[src/rtl/core/pts_pkg.sv]
// pts_pkg: types and constants shared by the periodic timer slot table
// depends on nothing; used by pts_cell and periodic_timer_slot_table
package pts_pkg;

  localparam int NUM_TIMERS = 32;
  localparam int MAX_EVENTS = 32;
  localparam int STEP_W     = (NUM_TIMERS > 1) ? $clog2(NUM_TIMERS) : 1;
  localparam int EVT_W      = $clog2(MAX_EVENTS + 1);

  typedef enum logic [1:0] {
    KIND_TICK   = 2'd0,
    KIND_CREATE = 2'd1,
    KIND_DELETE = 2'd2,
    KIND_UNUSED = 2'd3
  } kind_e;

  typedef enum logic [2:0] {
    RK_CREATED  = 3'd0,
    RK_NOFREE   = 3'd1,
    RK_DELETED  = 3'd2,
    RK_RANGE    = 3'd3,
    RK_FIRED    = 3'd4,
    RK_FINISHED = 3'd5,
    RK_NONE     = 3'd6
  } result_kind_e;

  typedef enum logic [1:0] {
    ST_IDLE = 2'd0,
    ST_SCAN = 2'd1,
    ST_DONE = 2'd2
  } state_e;

  typedef struct packed {
    logic               active;
    logic [30:0]        period;
    logic signed [31:0] limit;
    logic [31:0]        fired;
    logic [47:0]        start;
  } rec_t;

  typedef struct packed {
    result_kind_e kind;
    logic [5:0]   slot;
    logic [31:0]  cnt;
  } res_t;

endpackage

[src/rtl/core/pts_cell.sv]
// pts_cell: one timer slot record in the rotating ring
// depends on pts_pkg for the record type
module pts_cell (
  input  logic          clk_i,
  input  logic          rst_ni,
  input  logic          shift_i,
  input  pts_pkg::rec_t rec_i,
  output pts_pkg::rec_t rec_o
);

  logic          active_q, active_d;
  pts_pkg::rec_t data_q, data_d;

  always_comb begin
    active_d = shift_i ? rec_i.active : active_q;
    data_d   = shift_i ? rec_i : data_q;
  end

  always_ff @(posedge clk_i or negedge rst_ni) begin
    if (!rst_ni) begin
      active_q <= 1'b0;
    end else begin
      active_q <= active_d;
    end
  end

  // payload needs no reset, it is only read behind the active bit
  always_ff @(posedge clk_i) begin
    data_q <= data_d;
  end

  always_comb begin
    rec_o        = data_q;
    rec_o.active = active_q;
  end

endmodule

[src/rtl/core/periodic_timer_slot_table.sv]
// periodic timer slot table: timer records rotate through a ring of cells
// every transaction runs to its final result before the next one is accepted:
// accept in idle, scan the ring in NUM_TIMERS steps, deliver the last result in done
// output stalls can hold both the scan and the done state
// one transaction at a time; results before the last leave the block during the scan
// reset (asynchronous, active low) frees all slots and empties the output
module periodic_timer_slot_table (
  input  logic        clk_i,
  input  logic        rst_ni,
  input  logic        in_valid_i,
  output logic        in_stall_o,
  input  logic [1:0]  kind_i,
  input  logic [47:0] now_i,
  input  logic [30:0] period_i,
  input  logic signed [31:0] repeat_limit_i,
  input  logic [47:0] start_time_i,
  input  logic [7:0]  slot_i,
  output logic        out_valid_o,
  input  logic        out_stall_i,
  output logic [2:0]  result_kind_o,
  output logic [5:0]  timer_slot_o,
  output logic [31:0] fire_count_o,
  output logic        last_o
);

  localparam int N = pts_pkg::NUM_TIMERS;

  pts_pkg::state_e state_q, state_d;
  logic [pts_pkg::STEP_W-1:0] step_q, step_d;
  logic [pts_pkg::EVT_W-1:0]  nev_q, nev_d;
  logic        pend_v_q, pend_v_d;
  pts_pkg::res_t pend_q, pend_d;
  pts_pkg::kind_e kind_q;
  logic [47:0] now_q, start_q;
  logic [30:0] period_q;
  logic signed [31:0] limit_q;
  logic [7:0]  slot_q;

  logic        out_valid_q, out_valid_d;
  pts_pkg::res_t out_q, out_d;
  logic        last_q, last_d;

  pts_pkg::rec_t ring [N];
  pts_pkg::rec_t head_next, h;
  logic shift, adv, out_free, in_acc;
  logic new_v, emit_mid;
  pts_pkg::res_t new_res;
  logic [48:0] due_sum;
  logic [47:0] st_eff;

  // ---------------- ring of cells
  for (genvar k = 0; k < N; k++) begin : g_cell
    pts_pkg::rec_t cin;
    if (k == N - 1) begin : g_tail
      assign cin = head_next;
    end else begin : g_mid
      assign cin = ring[k+1];
    end
    pts_cell u_cell (
      .clk_i  (clk_i),
      .rst_ni (rst_ni),
      .shift_i(shift),
      .rec_i  (cin),
      .rec_o  (ring[k])
    );
  end

  assign out_free = !out_valid_q || !out_stall_i;
  assign in_stall_o = (state_q != pts_pkg::ST_IDLE);
  assign in_acc = in_valid_i && !in_stall_o;

  // ---------------- head processing
  assign h = ring[0];
  assign due_sum = {1'b0, h.start} + {18'd0, h.period};
  assign st_eff = (start_q == 48'd0 || start_q < now_q) ? now_q : start_q;

  always_comb begin
    head_next = h;
    new_v     = 1'b0;
    new_res   = '{kind: pts_pkg::RK_NONE, slot: 6'(step_q), cnt: 32'd0};
    case (kind_q)
      pts_pkg::KIND_TICK: begin
        if (h.active && due_sum <= {1'b0, now_q} &&
            nev_q < pts_pkg::EVT_W'(pts_pkg::MAX_EVENTS)) begin
          new_v = 1'b1;
          if (h.limit == -32'sd1 ||
              (h.limit > 32'sd0 && h.fired < $unsigned(h.limit))) begin
            head_next.fired = (h.fired == 32'hFFFF_FFFF) ? h.fired : h.fired + 32'd1;
            head_next.start = now_q;
            new_res.kind    = pts_pkg::RK_FIRED;
            new_res.cnt     = head_next.fired;
          end else begin
            head_next.active = 1'b0;
            new_res.kind     = pts_pkg::RK_FINISHED;
            new_res.cnt      = h.fired;
          end
        end
      end
      pts_pkg::KIND_CREATE: begin
        // first free slot only; a pending result marks the slot as taken
        if (!h.active && !pend_v_q) begin
          new_v        = 1'b1;
          new_res.kind = pts_pkg::RK_CREATED;
          head_next    = '{active: 1'b1, period: period_q, limit: limit_q,
                           fired: 32'd0, start: st_eff};
        end
      end
      pts_pkg::KIND_DELETE: begin
        if (slot_q == 8'(step_q)) begin
          head_next.active = 1'b0;
        end
      end
      default: begin
      end
    endcase
  end

  // an earlier result can leave only once the next one is known
  assign emit_mid = new_v && pend_v_q;
  assign adv      = !emit_mid || out_free;
  assign shift    = (state_q == pts_pkg::ST_SCAN) && adv;

  // ---------------- next state
  always_comb begin
    state_d = state_q;
    case (state_q)
      pts_pkg::ST_IDLE: if (in_acc) state_d = pts_pkg::ST_SCAN;
      pts_pkg::ST_SCAN: begin
        if (adv && step_q == pts_pkg::STEP_W'(N - 1)) state_d = pts_pkg::ST_DONE;
      end
      pts_pkg::ST_DONE: if (out_free) state_d = pts_pkg::ST_IDLE;
      default: state_d = pts_pkg::ST_IDLE;
    endcase
  end

  // ---------------- datapath and outputs
  always_comb begin
    step_d      = step_q;
    nev_d       = nev_q;
    pend_v_d    = pend_v_q;
    pend_d      = pend_q;
    out_valid_d = out_valid_q && out_stall_i;
    out_d       = out_q;
    last_d      = last_q;
    case (state_q)
      pts_pkg::ST_IDLE: begin
        step_d   = '0;
        nev_d    = '0;
        pend_v_d = 1'b0;
        if (in_acc && kind_i == pts_pkg::KIND_DELETE) begin
          pend_v_d    = 1'b1;
          pend_d.kind = (slot_i >= 8'(N)) ? pts_pkg::RK_RANGE : pts_pkg::RK_DELETED;
          pend_d.slot = slot_i[5:0];
          pend_d.cnt  = 32'd0;
        end
      end
      pts_pkg::ST_SCAN: begin
        if (adv) begin
          step_d = step_q + 1'b1;
          if (new_v) begin
            pend_v_d = 1'b1;
            pend_d   = new_res;
            if (kind_q == pts_pkg::KIND_TICK) nev_d = nev_q + 1'b1;
          end
          if (emit_mid) begin
            out_valid_d = 1'b1;
            out_d       = pend_q;
            last_d      = 1'b0;
          end
        end
      end
      pts_pkg::ST_DONE: begin
        if (out_free) begin
          out_valid_d = 1'b1;
          last_d      = 1'b1;
          pend_v_d    = 1'b0;
          if (pend_v_q) begin
            out_d = pend_q;
          end else begin
            out_d = '{kind: (kind_q == pts_pkg::KIND_CREATE) ? pts_pkg::RK_NOFREE
                                                             : pts_pkg::RK_NONE,
                      slot: 6'd0, cnt: 32'd0};
          end
        end
      end
      default: begin
      end
    endcase
  end

  always_ff @(posedge clk_i or negedge rst_ni) begin
    if (!rst_ni) begin
      state_q     <= pts_pkg::ST_IDLE;
      step_q      <= '0;
      nev_q       <= '0;
      pend_v_q    <= 1'b0;
      out_valid_q <= 1'b0;
    end else begin
      state_q     <= state_d;
      step_q      <= step_d;
      nev_q       <= nev_d;
      pend_v_q    <= pend_v_d;
      out_valid_q <= out_valid_d;
    end
  end

  always_ff @(posedge clk_i) begin
    pend_q <= pend_d;
    out_q  <= out_d;
    last_q <= last_d;
    if (in_acc) begin
      kind_q   <= pts_pkg::kind_e'(kind_i);
      now_q    <= now_i;
      period_q <= period_i;
      limit_q  <= repeat_limit_i;
      start_q  <= start_time_i;
      slot_q   <= slot_i;
    end
  end

  assign out_valid_o   = out_valid_q;
  assign result_kind_o = out_q.kind;
  assign timer_slot_o  = out_q.slot;
  assign fire_count_o  = out_q.cnt;
  assign last_o        = last_q;

  // ---------------- assertions
  a_idle_no_pend: assert property (@(posedge clk_i) disable iff (!rst_ni)
    (state_q == pts_pkg::ST_IDLE) |-> !pend_v_q)
    else $error("pending result left over in idle");

  a_event_bound: assert property (@(posedge clk_i) disable iff (!rst_ni)
    nev_q <= pts_pkg::EVT_W'(pts_pkg::MAX_EVENTS))
    else $error("event count beyond limit");

  a_done_exit: assert property (@(posedge clk_i) disable iff (!rst_ni)
    (state_q == pts_pkg::ST_DONE && out_free) |=> (state_q == pts_pkg::ST_IDLE && out_valid_q))
    else $error("final result not delivered");

  a_scan_end: assert property (@(posedge clk_i) disable iff (!rst_ni)
    (state_q == pts_pkg::ST_SCAN && adv && step_q == pts_pkg::STEP_W'(N - 1))
      |=> state_q == pts_pkg::ST_DONE)
    else $error("scan did not end after a full ring pass");

endmodule
[config.mk]
export PLATFORM = sky130hd
export DESIGN_NAME = periodic_timer_slot_table
export DESIGN_NICKNAME = d
export VERILOG_FILES = /design/src/rtl/core/pts_pkg.sv /design/src/rtl/core/pts_cell.sv /design/src/rtl/core/periodic_timer_slot_table.sv
export SDC_FILE = /design/constraint.sdc
export NUM_CORES = 2
export LEC_CHECK = 0
export ABC_AREA = 1
export BUFFER_PORTS_ARGS = -buffer_cell sky130_fd_sc_hd__buf_2
export CAP_MARGIN = 10
export CORE_MARGIN = 1
export CORE_UTILIZATION = 48
export DETAILED_ROUTE_END_ITERATION = 10
export SLEW_MARGIN = 30
export SYNTH_ARGS = -nofsm -noshare
export SYNTH_HDL_FRONTEND = slang
export SYNTH_SLANG_ARGS = --single-unit
[constraint.sdc]
create_clock -name clk_i -period 46.9 [get_ports clk_i]
set_input_delay 4.69 -clock clk_i [delete_from_list [all_inputs] [get_ports clk_i]]
set_output_delay 4.69 -clock clk_i [all_outputs]
set_load 0.05 [all_outputs]
==> flow_summary_export.csv <==
group,metric,value,unit
critical_path,critPathCaptureType,"register",
pwr,p_total,13.2,mW
global_routing,grt_max_degree,210,
timing,worstMarginPinSlew,1.04,ns
drt,avgRoutedWirePerCell,20.2,um
placement,routabilityCongestion,0.863,
clocking,cts_setup_buffers,0,
pwr,ir_drop,0.0505,mV
die,core-area,327000,um2
drt,vias,62500,
pwr,power_density,73.5,nW/um2
pwr,p_leak,60.9,nW
clocking,cts_tree,"done",
synth,ys_types,49,
die,rows,210,
die,die_y,576,um
timing,fin_skew,0.107,ns
layout,regArea,146000,um2
synth,ys_top_cells_by_area,"edfxtp_1 (92%), nand2_1 (1.9%), ha_1 (1.3%), dfrtp_1 (0.74%), inv_1 (0.65%)",
run_status,status,"finished, final reports clean",
synth,ys_seq_area_share,92.4,%
critical_path,crit_family,"buffers and inverters",
drt,drtAntennaViolNets,0,
drt,drt_wl_total,253000,um
drt,vias_per_cell,4.98,
die,ios,217,
critical_path,arrival,14.63,ns
drt,drtPass1Iterations,6,
synth,ys.flop_type,"edfxtp_1",
clocking,worstSkewPairLatency,0.99,ns
critical_path,crit_type,"register to register",
hold_path,hp-class,"register to register",
synth,ys_seq_elements,4875,
synth,synth_common_cells,"edfxtp_1 (4828), nand2_1 (806), inv_1 (273)",
timing,slew_violations,0,
die,fp.dieArea,332000,um2
global_routing,grt_first_pass_wirelength,382000,um
synth,synth.avg_cell_area,22.1,um2
layout,area_growth_syn_to_layout,13.8,%
layout,finish.utilization,55.0,%
critical_path,cpMostUsedCell,"nand2_1",
timing,finalHoldViolCount,0,
drt,drcViolationCount,0,
timing,fin_setup_tns,0,ns
timing,slew_headroom,29.7,%
clocking,ctsHoldBuffers,0,
synth,yosys_warnings,0,
clocking,clkSinkCount,4875,
clocking,cts_buffer_depth,4,
critical_path,path_buf_inv,12,
synth,yosys.area.top_type,"edfxtp_1",
critical_path,cp_max_fo,191,
synth,netlist_instances,7151,
run,cap_violations,0,
synth,syn_nets,7490,
clocking,numCtsBuffers,458,
layout,fillers,24500,
layout,fin_nets,8144,
global_routing,grt_use_met1,23.6,%
drt,drtIter0Drc,5967,
critical_path,cp-start-kind,"register",
critical_path,critPathMaxStageDelay,0.83,ns
critical_path,crit_slowest_cell,"buf_4",
clocking,cts.clk_slew.worst_paths,0.06,ns
critical_path,cp.required,47.49,ns
timing,min_period,14.05,ns
placement,io_buffers,216,
layout,multiInputGateArea,10500,um2
global_routing,busiest_layer,"met1",
synth,synth_top_area_share,91.7,%
die,die_w,576,um
synth,synth_edf_count,4828,
global_routing,grt_use_total,15.2,%
layout,drive_gt1_share,12.1,%
global_routing,grt-ovfl-total,0,
synth,syn_area,158000,um2
clocking,clock-root-buffer,"clkbuf_16",
die,start_util,48.3,%
synth,yosysMostFrequentCell,"edfxtp_1",
global_routing,antenna_found_initial,17,
timing,rsz0062_at_grt,"false",
timing,finalSetupViolCount,0,
timing,final.period_utilization,30.0,%
global_routing,met3_usage,2.21,%
global_routing,first_global_vias,61400,
clocking,post_cts_resized,0,
placement,hpwl,149000,um
timing,clock.fmax,0.0712,GHz
synth,async_flop_share,0.964,%
clocking,htreeDepth,5,
global_routing,met2_usage,22.2,%
-- layout make-up --
class,instances,share of cell area [%]
flip-flops and latches,4875,81.2
clock buffers,571,6.66
multi-input cells,1892,5.82
well taps,4346,3.02
clock inverters,275,1.51
repair buffers,296,1.14
inverters,282,0.602
diodes,6,0.00835
-- logic make-up after synthesis --
| logic type | synth area share [%] |
|---|---|
| buffers and inverters | 0.973 |
| AOI/OAI and AO/OA | 1.36 |
| xor gates and xnor gates | 0.471 |
| and+or+nand+nor | 3.43 |
| adders and majority gates | 1.32 |
| DFF | 92.4 |
-- worst register-to-register path, delay by kind of cell, from the launching register on --
kind / cells / cell delay, ns
compound gates: 5 / 1.23
buf+inv: 12 / 8.35
fa+ha+maj: 2 / 0.73
simple gates: 19 / 2.63
xor+xnor: 1 / 0.23
flops: 1 / 0.42
-- final timing paths --
check	endpoint	slack (ns)	depth (start not counted)	start
hold reg to reg	g_cell[5].u_cell.rec_o[137]	0.34	0	g_cell[6].u_cell.rec_o[137]
hold / removal	g_cell[5].u_cell.rec_o[137]	0.34	0	g_cell[6].u_cell.rec_o[137]
setup reg to reg	g_cell[22].u_cell.rec_o[45]	32.85	39	g_cell[0].u_cell.rec_o[2]
max in group asynchronous	g_cell[28].u_cell.active_q	42.66	1	rst_ni
min in group asynchronous	out_valid_o	3.77	1	rst_ni
setup / recovery	g_cell[22].u_cell.rec_o[45]	32.85	39	g_cell[0].u_cell.rec_o[2]
-- flip-flops by register name, summed over array words and instances, names as in the netlist, 31 cells and up --
register                cells
g_cell.u_cell.rec_o      4576
start_q                    48
fire_count_o               32
now_q                      48
period_q                   31
pend_q                     41
limit_q                    32
g_cell.u_cell.active_q     32
-- layer usage --
layer / share of wire (%) / routed length (um) / vias up
met5: 0 / 0 / -
met4: 2.9 / 7370 / 0
met3: 4.2 / 10700 / 448
met2: 45 / 113000 / 1260
met1: 48 / 121000 / 31800
li1: - / - / 28900
-- power breakdown --
part	internal, mW	total, mW	switching, mW	leakage [nW]
registers	7.32	7.86	0.543	46.2
logic	0.335	1.81	1.47	7.48
clock network	2.02	3.56	1.54	7.13
total	9.67	13.2	3.56	60.9
-- cells in the final DEF (no fill, tap or decap), types with 25 or more instances in the layout --
cell type and n:
a21oi_1 116, nor4_1 42, nor3_1 40, clkinv_1 89, nand2_1 804, dfrtp_1 47, edfxtp_1 4828, buf_2 215
clkbuf_1 105, ha_1 165, o221ai_1 25, nand4_1 68, clkinv_2 88, o211ai_1 57, xor2_1 66, clkbuf_16 459
nand3_1 140, bufinv_16 36, inv_1 272, o21ai_0 121, nor2_1 147, buf_4 44
-- metrics by stage --
stage | setup WS (ns) | instances | area [um2] | hold WS (ns)
after global placement | 32.48 | 11700 | 165000 | 0.400
after floorplan | 19.58 | 7151 | 158000 | 0.400
after global routing | 31.65 | 12500 | 180000 | 0.351
after detailed placement | 32.13 | 11700 | 165000 | 0.405
after CTS | 32.18 | 12500 | 180000 | 0.336
final | 32.85 | 12500 | 180000 | 0.337
Note: power is estimated with default switching activity, not from simulation.
